## src/design/tscf_pkg.sv

```systemverilog
package tscf_pkg;

    localparam int unsigned NUM_DIGITS = 6;
    localparam int unsigned QDEPTH     = 4;
    localparam int unsigned QAW        = $clog2(QDEPTH);

    localparam logic [7:0] NL_BYTE    = 8'd10;
    localparam logic [7:0] TAB_BYTE   = 8'd9;
    localparam logic [7:0] DEL_BYTE   = 8'd127;
    localparam logic [7:0] SPACE_BYTE = 8'd32;
    localparam logic [7:0] ZERO_CHAR  = 8'd48;
    localparam logic [7:0] CARET_CHAR = 8'd94;
    localparam logic [7:0] DOLLAR     = 8'd36;
    localparam logic [7:0] I_CHAR     = 8'd73;
    localparam logic [7:0] QMARK      = 8'd63;
    localparam logic [7:0] CTRL_OFS   = 8'd64;
    localparam logic [7:0] CTRL_LIMIT = 8'd32;

    localparam logic [2:0] REG_NUMBER_MODE = 3'd0;
    localparam logic [2:0] REG_SQUEEZE     = 3'd1;
    localparam logic [2:0] REG_SHOW_TABS   = 3'd2;
    localparam logic [2:0] REG_SHOW_ENDS   = 3'd3;
    localparam logic [2:0] REG_SHOW_NONPR  = 3'd4;

    localparam logic [1:0] NUM_OFF     = 2'd0;
    localparam logic [1:0] NUM_ALL     = 2'd1;

    // position of the byte being emitted within one transaction's run
    localparam logic [3:0] POS_FIRST = 4'd0;
    localparam logic [3:0] POS_UNITS = 4'd5;
    localparam logic [3:0] POS_TAB   = 4'd6;
    localparam logic [3:0] POS_PRE   = 4'd7;
    localparam logic [3:0] POS_FIN   = 4'd8;

    typedef logic [NUM_DIGITS-1:0][3:0] t_bcd;

    typedef struct packed {
        logic [1:0] number_mode;
        logic       squeeze_blank;
        logic       show_tabs;
        logic       show_ends;
        logic       show_nonprinting;
    } t_cfg;

    typedef struct packed {
        logic       num;
        t_bcd       digits;
        logic       pre;
        logic [7:0] pre_byte;
        logic [7:0] fin_byte;
    } t_job;

    typedef struct packed {
        logic full;
        logic empty;
    } t_q_stat;

endpackage

```

## src/design/tscf_front.sv

```systemverilog
module tscf_front (
    input  logic           i_clk,
    input  logic           i_rst_n,
    input  tscf_pkg::t_cfg i_cfg,
    input  logic           i_accept,
    input  logic [7:0]     i_in_byte,
    input  logic           i_file_start,
    output logic           o_push,
    output tscf_pkg::t_job o_job
);
    import tscf_pkg::*;

    logic [7:0] r_prev;
    logic       r_als;
    logic [1:0] r_br;
    t_bcd       r_line;

    logic [7:0] n_prev;
    logic       n_als;
    logic [1:0] n_br;
    t_bcd       n_line;

    logic [7:0] prev_eff;
    logic       als_eff;
    logic [1:0] br_eff;
    logic [1:0] br_new;
    logic       drop;
    logic       number_it;
    logic       pre;
    logic [7:0] pre_byte;
    logic [7:0] fin_byte;
    logic       all_nines;
    logic       carry;
    t_bcd       line_inc;

    always_comb begin
        prev_eff = i_file_start ? NL_BYTE : r_prev;
        als_eff  = i_file_start ? 1'b1 : r_als;
        br_eff   = i_file_start ? 2'd0 : r_br;

        br_new = br_eff;
        drop   = 1'b0;
        if (i_cfg.squeeze_blank) begin
            if (i_in_byte == NL_BYTE && prev_eff == NL_BYTE) begin
                br_new = (br_eff < 2'd2) ? br_eff + 2'd1 : 2'd2;
            end else begin
                br_new = 2'd0;
            end
            drop = br_new > 2'd1;
        end

        if (i_cfg.number_mode == NUM_OFF) begin
            number_it = 1'b0;
        end else if (i_cfg.number_mode == NUM_ALL) begin
            number_it = als_eff;
        end else begin
            number_it = als_eff && (i_in_byte != NL_BYTE);
        end

        pre      = 1'b0;
        pre_byte = CARET_CHAR;
        fin_byte = i_in_byte;
        if (i_cfg.show_tabs && i_in_byte == TAB_BYTE) begin
            pre      = 1'b1;
            fin_byte = I_CHAR;
        end else if (i_cfg.show_ends && i_in_byte == NL_BYTE) begin
            pre      = 1'b1;
            pre_byte = DOLLAR;
        end else if (i_cfg.show_nonprinting && (i_in_byte < TAB_BYTE ||
                     (i_in_byte > NL_BYTE && i_in_byte < CTRL_LIMIT))) begin
            pre      = 1'b1;
            fin_byte = i_in_byte + CTRL_OFS;
        end else if (i_cfg.show_nonprinting && i_in_byte == DEL_BYTE) begin
            pre      = 1'b1;
            fin_byte = QMARK;
        end
    end

    // saturating BCD increment of the line counter
    always_comb begin
        all_nines = 1'b1;
        carry     = 1'b1;
        line_inc  = r_line;
        for (int i = 0; i < NUM_DIGITS; i++) begin
            if (r_line[i] != 4'd9) begin
                all_nines = 1'b0;
            end
            if (carry) begin
                if (r_line[i] == 4'd9) begin
                    line_inc[i] = 4'd0;
                end else begin
                    line_inc[i] = r_line[i] + 4'd1;
                    carry       = 1'b0;
                end
            end
        end
    end

    always_comb begin
        n_prev = r_prev;
        n_als  = r_als;
        n_br   = r_br;
        n_line = r_line;
        if (i_accept) begin
            n_br = br_new;
            if (drop) begin
                n_prev = prev_eff;
                n_als  = als_eff;
            end else begin
                n_prev = fin_byte;
                n_als  = (fin_byte == NL_BYTE);
                if (number_it && !all_nines) begin
                    n_line = line_inc;
                end
            end
        end
    end

    always_ff @(posedge i_clk) begin
        if (!i_rst_n) begin
            r_prev <= NL_BYTE;
            r_als  <= 1'b1;
            r_br   <= 2'd0;
            r_line <= t_bcd'(1);
        end else begin
            r_prev <= n_prev;
            r_als  <= n_als;
            r_br   <= n_br;
            r_line <= n_line;
        end
    end

    assign o_push         = i_accept && !drop;
    assign o_job.num      = number_it;
    assign o_job.digits   = r_line;
    assign o_job.pre      = pre;
    assign o_job.pre_byte = pre_byte;
    assign o_job.fin_byte = fin_byte;

endmodule

```

## src/design/tscf_queue.sv

```systemverilog
module tscf_queue (
    input  logic              i_clk,
    input  logic              i_rst_n,
    input  logic              i_push,
    input  tscf_pkg::t_job    i_job,
    input  logic              i_pop,
    output tscf_pkg::t_job    o_job,
    output tscf_pkg::t_q_stat o_stat
);
    import tscf_pkg::*;

    t_job           r_mem [QDEPTH];
    logic [QAW-1:0] r_wptr;
    logic [QAW-1:0] r_rptr;
    logic [QAW:0]   r_count;

    always_ff @(posedge i_clk) begin
        if (i_push) begin
            r_mem[r_wptr] <= i_job;
        end
    end

    always_ff @(posedge i_clk) begin
        if (!i_rst_n) begin
            r_wptr  <= '0;
            r_rptr  <= '0;
            r_count <= '0;
        end else begin
            if (i_push) begin
                r_wptr <= r_wptr + 1'b1;
            end
            if (i_pop) begin
                r_rptr <= r_rptr + 1'b1;
            end
            if (i_push && !i_pop) begin
                r_count <= r_count + 1'b1;
            end else if (i_pop && !i_push) begin
                r_count <= r_count - 1'b1;
            end
        end
    end

    assign o_job        = r_mem[r_rptr];
    assign o_stat.full  = (r_count == (QAW+1)'(QDEPTH));
    assign o_stat.empty = (r_count == '0);

endmodule

```

## src/design/tscf_back.sv

```systemverilog
module tscf_back (
    input  logic              i_clk,
    input  logic              i_rst_n,
    input  tscf_pkg::t_job    i_job,
    input  tscf_pkg::t_q_stat i_q_stat,
    output logic              o_pop,
    output logic              o_out_valid,
    input  logic              i_out_stall,
    output logic [7:0]        o_out_byte,
    output logic              o_last_of_run
);
    import tscf_pkg::*;

    logic       r_busy;
    t_job       r_job;
    logic [3:0] r_idx;
    logic       r_out_valid;
    logic [7:0] r_out_byte;
    logic       r_out_last;

    logic                  can_load;
    logic                  at_fin;
    logic [3:0]            start_idx;
    logic [3:0]            next_idx;
    logic [7:0]            sel_byte;
    logic [NUM_DIGITS-1:0] blank;
    logic                  zero_so_far;
    logic [3:0]            digit;

    assign can_load = !r_out_valid || !i_out_stall;
    assign at_fin   = (r_idx == POS_FIN);
    assign o_pop    = !i_q_stat.empty && (!r_busy || (can_load && at_fin));

    always_comb begin
        if (i_job.num) begin
            start_idx = POS_FIRST;
        end else if (i_job.pre) begin
            start_idx = POS_PRE;
        end else begin
            start_idx = POS_FIN;
        end
        if (r_idx == POS_TAB) begin
            next_idx = r_job.pre ? POS_PRE : POS_FIN;
        end else begin
            next_idx = r_idx + 4'd1;
        end
    end

    // leading zeros of the counter show as spaces, units digit always printed
    always_comb begin
        zero_so_far = 1'b1;
        for (int k = 0; k < NUM_DIGITS; k++) begin
            zero_so_far = zero_so_far && (r_job.digits[NUM_DIGITS-1-k] == 4'd0);
            blank[k]    = zero_so_far && (k < NUM_DIGITS-1);
        end
    end

    always_comb begin
        digit    = r_job.digits[POS_UNITS[2:0] - r_idx[2:0]];
        sel_byte = r_job.fin_byte;
        unique case (r_idx)
            4'd0, 4'd1, 4'd2, 4'd3, 4'd4, POS_UNITS: begin
                sel_byte = blank[r_idx[2:0]] ? SPACE_BYTE : (ZERO_CHAR | {4'd0, digit});
            end
            POS_TAB: sel_byte = TAB_BYTE;
            POS_PRE: sel_byte = r_job.pre_byte;
            default: sel_byte = r_job.fin_byte;
        endcase
    end

    always_ff @(posedge i_clk) begin
        if (!i_rst_n) begin
            r_busy      <= 1'b0;
            r_out_valid <= 1'b0;
        end else begin
            if (o_pop) begin
                r_busy <= 1'b1;
            end else if (can_load && r_busy && at_fin) begin
                r_busy <= 1'b0;
            end
            if (can_load) begin
                r_out_valid <= r_busy;
            end
        end
    end

    always_ff @(posedge i_clk) begin
        if (o_pop) begin
            r_job <= i_job;
            r_idx <= start_idx;
        end else if (can_load && r_busy && !at_fin) begin
            r_idx <= next_idx;
        end
        if (can_load && r_busy) begin
            r_out_byte <= sel_byte;
            r_out_last <= at_fin;
        end
    end

    assign o_out_valid   = r_out_valid;
    assign o_out_byte    = r_out_byte;
    assign o_last_of_run = r_out_last;

endmodule

```

## src/design/text_stream_cat_filter.sv

```systemverilog
// channel  | handshake                   | payload
// ---------+-----------------------------+---------------------------------
// input    | i_in_valid / o_in_stall     | i_in_byte, i_file_start
// output   | o_out_valid / i_out_stall   | o_out_byte, o_last_of_run
// config   | i_cfg_we                    | i_cfg_index, i_cfg_data
//
// One input transaction is taken per cycle while the 4-entry job queue has room.
// Each transaction yields 0 to 9 output bytes (a squeezed newline yields none),
// one per cycle from the back end while the output is not stalled.
// Synchronous active-low reset clears state; line counter restarts at 1.
// An output stall holds the output register and backs up into the queue.
module text_stream_cat_filter (
    input  logic       i_clk,
    input  logic       i_rst_n,
    input  logic       i_cfg_we,
    input  logic [2:0] i_cfg_index,
    input  logic [1:0] i_cfg_data,
    input  logic       i_in_valid,
    output logic       o_in_stall,
    input  logic [7:0] i_in_byte,
    input  logic       i_file_start,
    output logic       o_out_valid,
    input  logic       i_out_stall,
    output logic [7:0] o_out_byte,
    output logic       o_last_of_run
);
    import tscf_pkg::*;

    t_cfg    r_cfg;
    t_job    w_front_job;
    t_job    w_back_job;
    t_q_stat w_q_stat;
    logic    w_accept;
    logic    w_push;
    logic    w_pop;

    always_ff @(posedge i_clk) begin
        if (!i_rst_n) begin
            r_cfg <= '0;
        end else if (i_cfg_we) begin
            unique case (i_cfg_index)
                REG_NUMBER_MODE: r_cfg.number_mode      <= i_cfg_data;
                REG_SQUEEZE:     r_cfg.squeeze_blank    <= i_cfg_data[0];
                REG_SHOW_TABS:   r_cfg.show_tabs        <= i_cfg_data[0];
                REG_SHOW_ENDS:   r_cfg.show_ends        <= i_cfg_data[0];
                REG_SHOW_NONPR:  r_cfg.show_nonprinting <= i_cfg_data[0];
                default: ;
            endcase
        end
    end

    assign o_in_stall = w_q_stat.full;
    assign w_accept   = i_in_valid && !w_q_stat.full;

    tscf_front u_front (
        .i_clk        (i_clk),
        .i_rst_n      (i_rst_n),
        .i_cfg        (r_cfg),
        .i_accept     (w_accept),
        .i_in_byte    (i_in_byte),
        .i_file_start (i_file_start),
        .o_push       (w_push),
        .o_job        (w_front_job)
    );

    tscf_queue u_queue (
        .i_clk   (i_clk),
        .i_rst_n (i_rst_n),
        .i_push  (w_push),
        .i_job   (w_front_job),
        .i_pop   (w_pop),
        .o_job   (w_back_job),
        .o_stat  (w_q_stat)
    );

    tscf_back u_back (
        .i_clk         (i_clk),
        .i_rst_n       (i_rst_n),
        .i_job         (w_back_job),
        .i_q_stat      (w_q_stat),
        .o_pop         (w_pop),
        .o_out_valid   (o_out_valid),
        .i_out_stall   (i_out_stall),
        .o_out_byte    (o_out_byte),
        .o_last_of_run (o_last_of_run)
    );

    a_no_push_full: assert property (@(posedge i_clk) disable iff (!i_rst_n)
        w_push |-> !w_q_stat.full)
        else $error("job pushed into full queue");

    a_no_pop_empty: assert property (@(posedge i_clk) disable iff (!i_rst_n)
        w_pop |-> !w_q_stat.empty)
        else $error("job popped from empty queue");

    a_run_unbroken: assert property (@(posedge i_clk) disable iff (!i_rst_n)
        (o_out_valid && !i_out_stall && !o_last_of_run) |=> o_out_valid)
        else $error("gap inside an output run");

    a_reset_quiet: assert property (@(posedge i_clk)
        !i_rst_n |=> !o_out_valid)
        else $error("output valid straight after reset");

endmodule
```

## config.mk

```make
export PLATFORM = sky130hd
export DESIGN_NAME = text_stream_cat_filter
export DESIGN_NICKNAME = d
export VERILOG_FILES = /design/src/design/tscf_pkg.sv /design/src/design/tscf_front.sv /design/src/design/tscf_queue.sv /design/src/design/tscf_back.sv /design/src/design/text_stream_cat_filter.sv
export SDC_FILE = /design/constraint.sdc
export NUM_CORES = 1
export LEC_CHECK = 0
export ABC_AREA = 1
export BUFFER_PORTS_ARGS = -buffer_cell sky130_fd_sc_hd__buf_4
export CORE_MARGIN = 2
export CORE_UTILIZATION = 25
export CTS_BUF_LIST = sky130_fd_sc_hd__clkbuf_8
export CTS_CLUSTER_SIZE = 30
export DETAILED_ROUTE_END_ITERATION = 10
export PLACE_DENSITY = 0.42
export SLEW_MARGIN = 20
export SYNTH_ARGS = -nofsm -noshare
export SYNTH_HDL_FRONTEND = slang
export SYNTH_HIERARCHICAL = 1
export SYNTH_SLANG_ARGS = --single-unit
export TNS_END_PERCENT = 10
```

## constraint.sdc

```tcl
create_clock -name i_clk -period 9.1 [get_ports i_clk]
set_input_delay 0.91 -clock i_clk [delete_from_list [all_inputs] [get_ports i_clk]]
set_output_delay 0.91 -clock i_clk [all_outputs]
set_load 0.05 [all_outputs]
```

==> results of run 1 <==
-- flip-flops by register name, summed over array words and instances (netlist names), named ones only --
signal,flops
r_cfg,6
u_back/o_last_of_run,1
u_back/o_out_byte,8
u_back/o_out_valid,1
u_back/r_busy,1
u_back/r_idx,4
u_back/r_job,41
u_front/o_job,24
u_front/r_als,1
u_front/r_br,2
u_front/r_prev,8
u_queue/r_count,3
u_queue/r_mem,168
u_queue/r_rptr,2
u_queue/r_wptr,2
-- worst max-delay path, stage by stage (launching register included) --
cell      delay [ns]
edfxtp_1        0.62
inv_2           0.31
ha_1            0.22
nand2_1         0.07
nor2_2          0.14
nand2_2         0.09
a21oi_4         0.11
buf_4           0.52
inv_1           0.10
ha_1            0.22
inv_1           0.09
fa_1            0.41
o21ai_1         0.14
nor2_1          0.05
-- layout by cell type, fill, tap and decap left out, types with 2 or more instances in the layout --
master | Yosys | routed
a21oi_1 | 46 | 46
buf_4 | 10 | 38
bufinv_16 | 0 | 2
clkbuf_8 | 0 | 51
clkinv_1 | 3 | 8
clkinv_2 | 0 | 11
conb_1 | 2 | 3
dfxtp_1 | 52 | 51
diode_2 | 0 | 2
edfxtp_1 | 222 | 222
ha_1 | 13 | 13
inv_1 | 81 | 91
inv_2 | 15 | 18
nand2_1 | 170 | 170
nand2_2 | 3 | 3
nand2_4 | 3 | 3
nand3_1 | 58 | 58
nand3_2 | 2 | 2
nand3b_1 | 4 | 4
nand4_1 | 10 | 10
nand4_2 | 2 | 2
nor2_1 | 140 | 140
nor2_2 | 7 | 7
nor2_4 | 5 | 5
nor3_1 | 10 | 10
o211ai_1 | 3 | 3
o21a_1 | 3 | 3
o21ai_0 | 93 | 93
o21ai_1 | 28 | 28
o21bai_1 | 2 | 2
o22ai_1 | 42 | 42
or2_2 | 2 | 2
xor2_1 | 6 | 6
-- power breakdown --
part	total, mW	internal, mW	switching [mW]	leakage [nW]
Sequential	1.78	1.68	0.102	2.46
Clock	1.06	0.572	0.486	0.517
Combinational	1.09	0.298	0.797	1.86
Total	3.93	2.55	1.38	4.84
-- layer usage --
metal | wire length [um] | vias up | track usage
met3 | 1080 | 48 | 0.0205
li1 | - | 3849 | -
met1 | 13700 | 3698 | 0.159
met2 | 11900 | 135 | 0.175
met4 | 659 | 0 | 0.0485
met5 | 0 | - | 0
-- cell families (layout without fill, tap and decap cells) --
logic type,count (synthesis),count (layout),share of synthesized area
other,2,5,0.000642
AOI/OAI and AO/OA,220,220,0.102
adders and majority gates,14,14,0.0156
buffers and inverters,147,220,0.0575
xor gates and xnor gates,7,7,0.00524
and+or+nand+nor,422,422,0.160
DFF,274,274,0.659
-- how the worst min path moves through the flow --
stage                                   start                        endpoint  cells after the start
2_1_floorplan  u_queue/r_rptr[1]$_SDFFE_PN0P_                        register                      1
3_3_place_gp   u_queue/r_rptr[1]$_SDFFE_PN0P_  u_queue/r_rptr[1]$_SDFFE_PN0P_                      1
3_5_place_dp   u_queue/r_rptr[1]$_SDFFE_PN0P_                        register                      1
4_1_cts        u_queue/r_rptr[1]$_SDFFE_PN0P_                        register                      1
5_1_grt        u_front/r_prev[7]$_SDFFE_PN0P_  u_front/r_prev[7]$_SDFFE_PN0P_                      2
6_report       u_queue/r_rptr[1]$_SDFFE_PN0P_                        register                      1
-- final cells by class --
cell class / count / area [um^2] / share of cell area
Multi-Input combinational cell: 666 / 3320 / 0.249
Timing Repair Buffer: 38 / 285 / 0.0214
Tap cell: 607 / 759 / 0.0569
Inverter: 99 / 373 / 0.0280
Clock inverter: 32 / 189 / 0.0142
Antenna cell: 2 / 5.00 / 0.000375
Sequential cell: 274 / 7710 / 0.578
Clock buffer: 51 / 702 / 0.0526
==> impl_metrics.env, run 1 <==
export IMPL_status="complete, no violations"
export IMPL_worstSetupPathType="reg2reg"
export IMPL_netlist_instances=1086
export IMPL_crit_start="u_back/r_idx[0]$_DFFE_PP_"
export IMPL_min_period_ns=3.23
export IMPL_cellLeakagePower_nw=4.84
export IMPL_antenna_found_initial=1
export IMPL_syn_area_um2=11700
export IMPL_post_route_util=0.288
export IMPL_area_delta_synth_final_pct=14.1
export IMPL_drtAntennaViolNets=0
export IMPL_post_cts_resized=0
export IMPL_clock_skew_ns=0.0233
export IMPL_via_count=7730
export IMPL_netlist_top_cells_count="edfxtp_1, nand2_1, nor2_1, o21ai_0, inv_1"
export IMPL_die_h_um=220
export IMPL_setup_violations_final=0
export IMPL_grt_setup_unrepaired="no"
export IMPL_place_inst=1684
export IMPL_ys_flop_type="edfxtp_1"
export IMPL_drt_initial_drc_count=394
export IMPL_vias_per_cell=4.37
export IMPL_placementRows=79
export IMPL_die_x_um=220
export IMPL_cts_tree="done"
export IMPL_timing_hold_ws_ns=0.455
export IMPL_drv_slew=0
export IMPL_port_buffer_count=29
export IMPL_crit_end="u_queue/r_count[1]$_SDFFE_PN0P_"
export IMPL_drc_errors=0
export IMPL_cts_setup_buffers=0
export IMPL_core_area_um2=46400
export IMPL_grt_pass1_vias=7571
export IMPL_synthTopCellsByArea="edfxtp_1, dfxtp_1, nand2_1"
export IMPL_routed_wl_um=27300
export IMPL_hpwl_um=16700
export IMPL_grt_start_max_net_pins=86
export IMPL_r2r_end="u_queue/r_count[1]$_SDFFE_PN0P_"
export IMPL_overflow=0
export IMPL_synth_top_area_cell="edfxtp_1"
export IMPL_reg2reg_from="u_back/r_idx[0]$_DFFE_PP_"
export IMPL_cp_data_required_time_ns=9.56
export IMPL_synth_top_area_frac=0.570
export IMPL_syn_avg_cell_area_um2=10.8
export IMPL_worst_r2r_path_depth=13
export IMPL_place_area_um2=12400
export IMPL_die_area_um2=48500
export IMPL_worstSkewPairLatency_ns=0.58
export IMPL_cp_max_fo=48
export IMPL_tns_ns=0
export IMPL_yosysWarnings=6
export IMPL_worst_pin_slew_ns=1.01
export IMPL_p_total_mw=3.93
export IMPL_maxClockFrequency_ghz=0.310
export IMPL_rrSetupSlack_ns=5.87
export IMPL_clock_path_buffers=3
export IMPL_pin_count=30
export IMPL_hp_class="reg2reg"
export IMPL_fin_cells=1769
export IMPL_fin_area_um2=13300
export IMPL_hold_viol_final=0
export IMPL_wl_per_cell_um=15.4
export IMPL_peakVddDrop_uv=102
export IMPL_cts_clk_slew_worst_paths_ns=0.06
export IMPL_async_flop_share=0
export IMPL_hold_buffers=0
export IMPL_fill_cells=4773
export IMPL_track_usage=0.114
export IMPL_ys_ff_latch=274
export IMPL_num_nets_final=1160
export IMPL_timing_slew_headroom=0.323
export IMPL_end_kind="register"
export IMPL_synth_edf_count=222
export IMPL_dr_pass1_iters=5
export IMPL_period_share=0.354
export IMPL_cts_sinks=274
export IMPL_drive_gt1_frac=0.130
export IMPL_power_density_nw_per_um2=295
export IMPL_post_synth_top_count_cell="edfxtp_1"
export IMPL_start_kind="register"
export IMPL_cp_arrival_ns=3.69
export IMPL_start_util=0.252
export IMPL_ys_types=44
export IMPL_htree_levels=2
export IMPL_ys_seq_area_frac=0.659
export IMPL_gp_congestion=0.827
export IMPL_root_buffer="clkbuf_8"
export IMPL_cts_made_buffers=48
export IMPL_fin_ws_ns=5.87
export IMPL_maxCapViolCount=0
export IMPL_grt_pass1_wl_um=42600
export IMPL_place_ws_ns=5.74
(Power assumes the default switching activity.)
==> run 2, diff against run 1 <==
--- a/config.mk
+++ b/config.mk
@@ -5,14 +5,14 @@
 export SDC_FILE = /design/constraint.sdc
 export NUM_CORES = 1
 export LEC_CHECK = 0
-export ABC_AREA = 1
+export ABC_AREA = 0
 export BUFFER_PORTS_ARGS = -buffer_cell sky130_fd_sc_hd__buf_4
 export CORE_MARGIN = 2
 export CORE_UTILIZATION = 25
 export CTS_BUF_LIST = sky130_fd_sc_hd__clkbuf_8
 export CTS_CLUSTER_SIZE = 30
 export DETAILED_ROUTE_END_ITERATION = 10
-export PLACE_DENSITY = 0.42
+export PLACE_DENSITY = 0.43
 export SLEW_MARGIN = 20
 export SYNTH_ARGS = -nofsm -noshare
 export SYNTH_HDL_FRONTEND = slang
==> constraint.sdc (replaced) <==
create_clock -name i_clk -period 2.6 [get_ports i_clk]
set_input_delay 0.26 -clock i_clk [delete_from_list [all_inputs] [get_ports i_clk]]
set_output_delay 0.26 -clock i_clk [all_outputs]
set_load 0.05 [all_outputs]
==> impl_metrics.env, run 2 <==
export IMPL_yosysWarnings=6
export IMPL_place_inst=1369
export IMPL_tns_ns=0
export IMPL_synth_adder_area_share=0.0159
export IMPL_maxClockFrequency_ghz=0.405
export IMPL_synth_edf_count=222
export IMPL_worstSetupPathType="reg2reg"
export IMPL_fin_ws_ns=0.131
export IMPL_hold_start="i_in_byte[5]"
export IMPL_syn_avg_cell_area_um2=16.2
export IMPL_hp_class="in2reg"
export IMPL_gp_congestion=0.745
export IMPL_worst_r2r_path_depth=12
export IMPL_pin_count=30
export IMPL_post_synth_top_count_cell="edfxtp_1"
export IMPL_hold_end="u_queue/r_mem[0][5]$_DFFE_PP_"
export IMPL_rrSetupSlack_ns=0.13
export IMPL_drv_slew=0
export IMPL_drt_initial_drc_count=377
export IMPL_synth_compound_area_frac=0.0705
export IMPL_synthTopCellsByArea="edfxtp_1, dfxtp_1, mux4_2"
export IMPL_ys_flop_type="edfxtp_1"
export IMPL_r2r_end="u_queue/r_count[2]$_SDFFE_PN0P_"
export IMPL_vias_per_cell=4.35
export IMPL_routed_wl_um=25300
export IMPL_cellLeakagePower_nw=4.68
export IMPL_overflow=0
export IMPL_track_usage=0.107
export IMPL_largest_register="u_queue/r_mem"
export IMPL_cp_data_required_time_ns=3.09
export IMPL_critPathMaxStageDelay_ns=0.40
export IMPL_start_kind="register"
export IMPL_synth_top_family_by_area="multiplexers"
export IMPL_die_area_um2=47700
export IMPL_ys_types=83
export IMPL_via_count=6388
export IMPL_reg2reg_from="u_back/r_idx[0]$_DFFE_PP_"
export IMPL_grt_pass1_vias=6496
export IMPL_synth_top_area_frac=0.580
export IMPL_status="complete, no violations"
export IMPL_dr_pass1_iters=4
export IMPL_htree_levels=2
export IMPL_core_area_um2=45400
export IMPL_cts_sinks=274
export IMPL_num_nets_final=863
export IMPL_ys_ff_latch=274
export IMPL_grt_start_max_net_pins=47
export IMPL_die_x_um=219
export IMPL_area_delta_synth_final_pct=20.2
export IMPL_fin_cells=1468
export IMPL_cp_slowest_cell="edfxtp_1"
export IMPL_grt_pass1_wl_um=38300
export IMPL_maxCapViolCount=0
export IMPL_setup_violations_final=0
export IMPL_grt_setup_unrepaired="no"
export IMPL_drtAntennaViolNets=0
export IMPL_cts_clk_slew_worst_paths_ns=0.06
export IMPL_syn_area_um2=11500
export IMPL_clock_skew_ns=0.0229
export IMPL_cp_arrival_ns=2.96
export IMPL_cts_tree="done"
export IMPL_power_density_nw_per_um2=978
export IMPL_cts_made_buffers=48
export IMPL_path_cells="inv_4 -> ha_4 -> and3b_2 -> a21boi_4 -> nor2_4 -> inv_2 -> ha_4 -> inv_2 -> fa_2 -> xor2_1 -> or3_1 -> a21boi_1"
export IMPL_peakVddDrop_uv=389
export IMPL_ys_seq_area_frac=0.670
export IMPL_die_h_um=219
export IMPL_end_kind="register"
export IMPL_start_util=0.253
export IMPL_async_flop_share=0
export IMPL_cp_max_fo=3
export IMPL_worst_pin_slew_ns=1.00
export IMPL_netlist_instances=711
export IMPL_placementRows=78
export IMPL_most_common_layout_cells="edfxtp_1, buf_4, dfxtp_1"
export IMPL_synthMuxAreaShare=0.112
export IMPL_worstSkewPairLatency_ns=0.57
export IMPL_drc_errors=0
export IMPL_root_buffer="clkbuf_8"
export IMPL_hold_viol_final=0
export IMPL_layout_commonest_cell="edfxtp_1"
export IMPL_drive_gt1_frac=0.278
export IMPL_largest_register_ffs=168
export IMPL_clock_path_buffers=3
export IMPL_wl_per_cell_um=17.2
export IMPL_hpwl_um=16900
export IMPL_timing_slew_headroom=0.325
export IMPL_period_share=0.950
export IMPL_cts_setup_buffers=0
export IMPL_min_path_cells=2
export IMPL_min_period_ns=2.47
export IMPL_synth_simple_gate_area_frac=0.0889
export IMPL_netlist_top_cells_count="edfxtp_1, dfxtp_1, mux4_2, a21oi_1, nand2_1"
export IMPL_port_buffer_count=29
export IMPL_place_ws_ns=-0.441
export IMPL_synth_xor_area_frac=0.00533
export IMPL_antenna_found_initial=1
export IMPL_synth_top_area_cell="edfxtp_1"
-- run 2: cell types whose count changed after synthesis, sizes merged, moves of 10 or more --
cell / delta
nand2b: +10
o31ai: +11
nor2: -127
nand2: -148
mux4: +46
inv: -69
o22ai: -40
o21ai: -100
mux2i: +22
a21oi: -16
and2: +12
or4: +14
nand3: -54
-- run 2: layout make-up --
class                      instances  area [um^2]
tap                              600          751
sequential                       274         7710
clock inverter                    39          267
multi-input combinational        372         3440
inverter                          27          104
antenna                            1         2.50
timing repair buffer             107          893
clock buffer                      48          661
fill                            4537        31600
-- run 2: worst max-delay path by stage --
| stage | from | end | slack, ns | cells after the start |
|---|---|---|---|---|
| after floorplan | u_back/r_idx[0]$_DFFE_PP_ | u_queue/r_count[2]$_SDFFE_PN0P_ | -0.37 | 13 |
| after global placement | i_in_byte[6] | u_queue/r_count[2]$_SDFFE_PN0P_ | -0.38 | 13 |
| after detailed placement | i_in_byte[6] | u_queue/r_count[2]$_SDFFE_PN0P_ | -0.44 | 13 |
| after CTS | u_back/r_idx[0]$_DFFE_PP_ | u_queue/r_count[2]$_SDFFE_PN0P_ | 0.15 | 12 |
| after global routing | i_in_byte[0] | u_queue/r_count[2]$_SDFFE_PN0P_ | 0.02 | 12 |
| final | u_back/r_idx[0]$_DFFE_PP_ | u_queue/r_count[2]$_SDFFE_PN0P_ | 0.13 | 12 |
-- run 2: cell families (layout without fill, tap and decap cells) --
logic type	after synthesis	after routing
DFF	274	274
and+or+nand+nor	164	164
AOI/OAI and AO/OA	114	114
muxes	70	70
buffers and inverters	66	221
adders and majority gates	14	14
xor gates and xnor gates	7	7
other	2	4
-- run 2: what timing repair did --
item	4_1_cts	5_1_grt
hold buffers	11	0
resized for setup	0	1
setup endpoints to repair	0	1
hold endpoints to repair	24	0
-- run 2: power by group --
part | internal (mW) | switching (mW)
Combinational | 1.50 | 2.00
Sequential | 5.79 | 0.377
Clock | 2.12 | 1.73
Total | 9.41 | 4.11
-- run 2: stage by stage --
step | instance area, um^2 | power (mW) | utilization | hold slack [ns]
after CTS | 13800 | 13.7 | 0.305 | 0.000502
after global placement | 12800 | 9.79 | 0.282 | 0.444
after floorplan | 11600 | 8.63 | - | 0.378
after detailed placement | 12800 | 9.80 | 0.282 | 0.452
after global routing | 13800 | 14.2 | 0.305 | 0.0195
final | 13800 | 13.5 | 0.305 | 0.0462
-- run 2: critical path: cells and delay by family, from the launching register on --
kind                     cells  cell delay [ns]
flip-flops                   1             0.40
XOR/XNOR                     1             0.17
adder cells (fa/ha/maj)      3             0.66
buffers and inverters        3             0.24
AO/OA/AOI/OAI                2             0.33
AND/OR/NAND/NOR              3             0.61
-- run 2: layer usage --
layer / vias to the layer above / GRT usage / wire [um]
met3: 41 / 0.0206 / 881
met1: 3189 / 0.144 / 12200
li1: 3056 / - / -
met4: 0 / 0.0401 / 561
met5: - / 0 / 0
met2: 102 / 0.169 / 11600
==> run 3, diff against run 2 <==
==> constraint.sdc (replaced) <==
create_clock -name i_clk -period 2.6 [get_ports i_clk]
set_input_delay 0.52 -clock i_clk [delete_from_list [all_inputs] [get_ports i_clk]]
set_output_delay 0.52 -clock i_clk [all_outputs]
set_load 0.05 [all_outputs]
==> impl_metrics.env, run 3 (synthesis gave the netlist of run 2 again) <==
export IMPL_cp_arrival_ns=2.99
export IMPL_pin_count=30
export IMPL_via_count=6380
export IMPL_hold_viol_final=0
export IMPL_drt_initial_drc_count=446
export IMPL_layout_commonest_cell="edfxtp_1"
export IMPL_drc_errors=0
export IMPL_p_int_mw=9.93
export IMPL_grt_pass1_vias=6527
export IMPL_r2r_end="u_queue/r_count[2]$_SDFFE_PN0P_"
export IMPL_pwr_share_comb=0.250
export IMPL_overflow=0
export IMPL_drtAntennaViolNets=0
export IMPL_grt_start_max_net_pins=47
export IMPL_most_common_layout_cells="edfxtp_1, buf_4, clkbuf_8"
export IMPL_routed_wl_um=24700
export IMPL_cp_data_required_time_ns=3.10
export IMPL_min_period_ns=2.49
export IMPL_diodes=0
export IMPL_hpwl_um=16700
export IMPL_htree_levels=2
export IMPL_reg2reg_from="u_back/r_idx[0]$_DFFE_PP_"
export IMPL_placementRows=78
export IMPL_cellLeakagePower_nw=4.66
export IMPL_fin_area_um2=13900
export IMPL_pwr_share_clk=0.314
export IMPL_drv_slew=0
export IMPL_peakVddDrop_uv=442
export IMPL_die_x_um=219
export IMPL_setup_violations_final=0
export IMPL_die_area_um2=47700
export IMPL_worstSkewPairLatency_ns=0.57
export IMPL_post_route_util=0.306
export IMPL_gp_congestion=0.763
export IMPL_worst_r2r_path_depth=12
export IMPL_fin_cells=1450
export IMPL_hold_end="u_back/o_out_valid$_SDFFE_PN0N_"
export IMPL_start_kind="input port"
export IMPL_largest_register_ffs=168
export IMPL_switching_share=0.294
export IMPL_start_util=0.253
export IMPL_min_path_cells=3
export IMPL_cts_sinks=274
export IMPL_dr_pass1_iters=5
export IMPL_end_kind="register"
export IMPL_grt_setup_unrepaired="no"
export IMPL_hp_class="in2reg"
export IMPL_worst_pin_slew_ns=0.728
export IMPL_core_area_um2=45400
export IMPL_switchingPower_mw=4.14
export IMPL_hold_start="i_out_stall"
export IMPL_area_delta_synth_final_pct=20.7
export IMPL_worstSetupPathType="in2reg"
export IMPL_period_share=0.956
export IMPL_root_buffer="clkbuf_8"
export IMPL_largest_register="u_queue/r_mem"
export IMPL_wl_per_cell_um=17.0
export IMPL_cp_slowest_cell="or4_4"
export IMPL_cts_clk_slew_worst_paths_ns=0.06
export IMPL_num_nets_final=843
export IMPL_port_buffer_count=29
export IMPL_rrSetupSlack_ns=0.18
export IMPL_maxClockFrequency_ghz=0.402
export IMPL_power_density_nw_per_um2=1010
export IMPL_fill_cells=4484
export IMPL_cp_max_fo=3
export IMPL_path_cells="buf_4 -> inv_16 -> ha_4 -> or4b_4 -> or4_4 -> o21ai_4 -> inv_2 -> ha_4 -> inv_2 -> fa_2 -> xor2_1 -> or3_1 -> a21boi_1"
export IMPL_seqPwrFrac=0.436
export IMPL_clock_path_buffers=3
export IMPL_clock_skew_ns=0.0176
export IMPL_track_usage=0.105
export IMPL_grt_pass1_wl_um=38400
export IMPL_status="complete, no violations"
export IMPL_vias_per_cell=4.40
export IMPL_place_inst=1359
export IMPL_antenna_found_initial=0
export IMPL_drive_gt1_frac=0.292
export IMPL_timing_slew_headroom=0.510
export IMPL_cts_tree="done"
export IMPL_cts_made_buffers=48
export IMPL_critPathMaxStageDelay_ns=0.52
export IMPL_die_h_um=219
export IMPL_place_area_um2=12800
export IMPL_maxCapViolCount=0
[run 3: changes by cell type in the layout (fill, tap and decap cells not counted), sizes merged]
cell	delta
diode	-1
clkinvlp	+1
bufinv	+4
dlygate4sd3	-11
buf	-9
clkinv	-1
inv	-5
clkbuf	+4
[run 3: what timing repair did]
action                                  in CTS  in global routing
hold buffers                                 0                  0
endpoints found under the setup margin       0                  1
resized for setup                            0                  0
buffers inserted                             0                  1
[run 3: power groups by stage]
| stage | clock (mW) | combinational [mW] | sequential, mW |
|---|---|---|---|
| final | 4.43 | 3.52 | 6.13 |
| after global routing | 4.76 | 3.84 | 6.21 |
| after CTS | 4.59 | 3.58 | 6.16 |
| after detailed placement | 0 | 3.57 | 6.24 |
| after global placement | 0 | 3.58 | 6.23 |
| after floorplan | 0 | 2.28 | 6.36 |
[run 3: final cells by class]
| type | count | area (um^2) | share of cell area |
|---|---|---|---|
| clock buffers | 52 | 716 | 0.0516 |
| clock inverters | 38 | 374 | 0.0269 |
| inverters | 27 | 128 | 0.00919 |
| multi-input cells | 372 | 3460 | 0.249 |
| flip-flops and latches | 274 | 7710 | 0.555 |
| well taps | 600 | 751 | 0.0541 |
| repair buffers | 87 | 741 | 0.0534 |
[run 3: metal layers]
layer | global-route usage | vias up | routed length, um
met3 | 0.0223 | 48 | 1010
met1 | 0.144 | 3186 | 12000
met2 | 0.162 | 129 | 11000
met5 | 0 | - | 0
li1 | - | 3017 | -
met4 | 0.0422 | 0 | 699
[run 3: how the worst max path moves through the flow]
stage	start	to
floorplan	i_in_byte[7]	u_queue/r_count[2]$_SDFFE_PN0P_
finish	i_in_byte[7]	u_queue/r_count[2]$_SDFFE_PN0P_
global placement	i_in_byte[7]	u_queue/r_count[2]$_SDFFE_PN0P_
global route	i_in_byte[7]	u_queue/r_count[2]$_SDFFE_PN0P_
detailed placement	i_in_byte[7]	u_queue/r_count[2]$_SDFFE_PN0P_
CTS	i_in_byte[7]	u_queue/r_count[2]$_SDFFE_PN0P_
[run 3: through the flow]
| stage | power (mW) | setup TNS (ns) | hold WS, ns | worst slack (ns) |
|---|---|---|---|---|
| CTS | 14.3 | 0 | 0.171 | 0.135 |
| global placement | 9.81 | -63.05 | 0.451 | -0.475 |
| finish | 14.1 | 0 | 0.220 | 0.113 |
| floorplan | 8.64 | -39.51 | 0.432 | -0.404 |
| global route | 14.8 | 0 | 0.191 | 0.0241 |
| detailed placement | 9.82 | -64.83 | 0.446 | -0.479 |
[run 3: worst max-delay path: cells and delay by family]
| kind | cells | cell delay [ns] |
|---|---|---|
| buffers and inverters | 4 | 0.32 |
| and+or+nand+nor | 3 | 1.29 |
| AOI/OAI and AO/OA | 2 | 0.30 |
| adders and majority gates | 3 | 0.49 |
| xor gates and xnor gates | 1 | 0.07 |
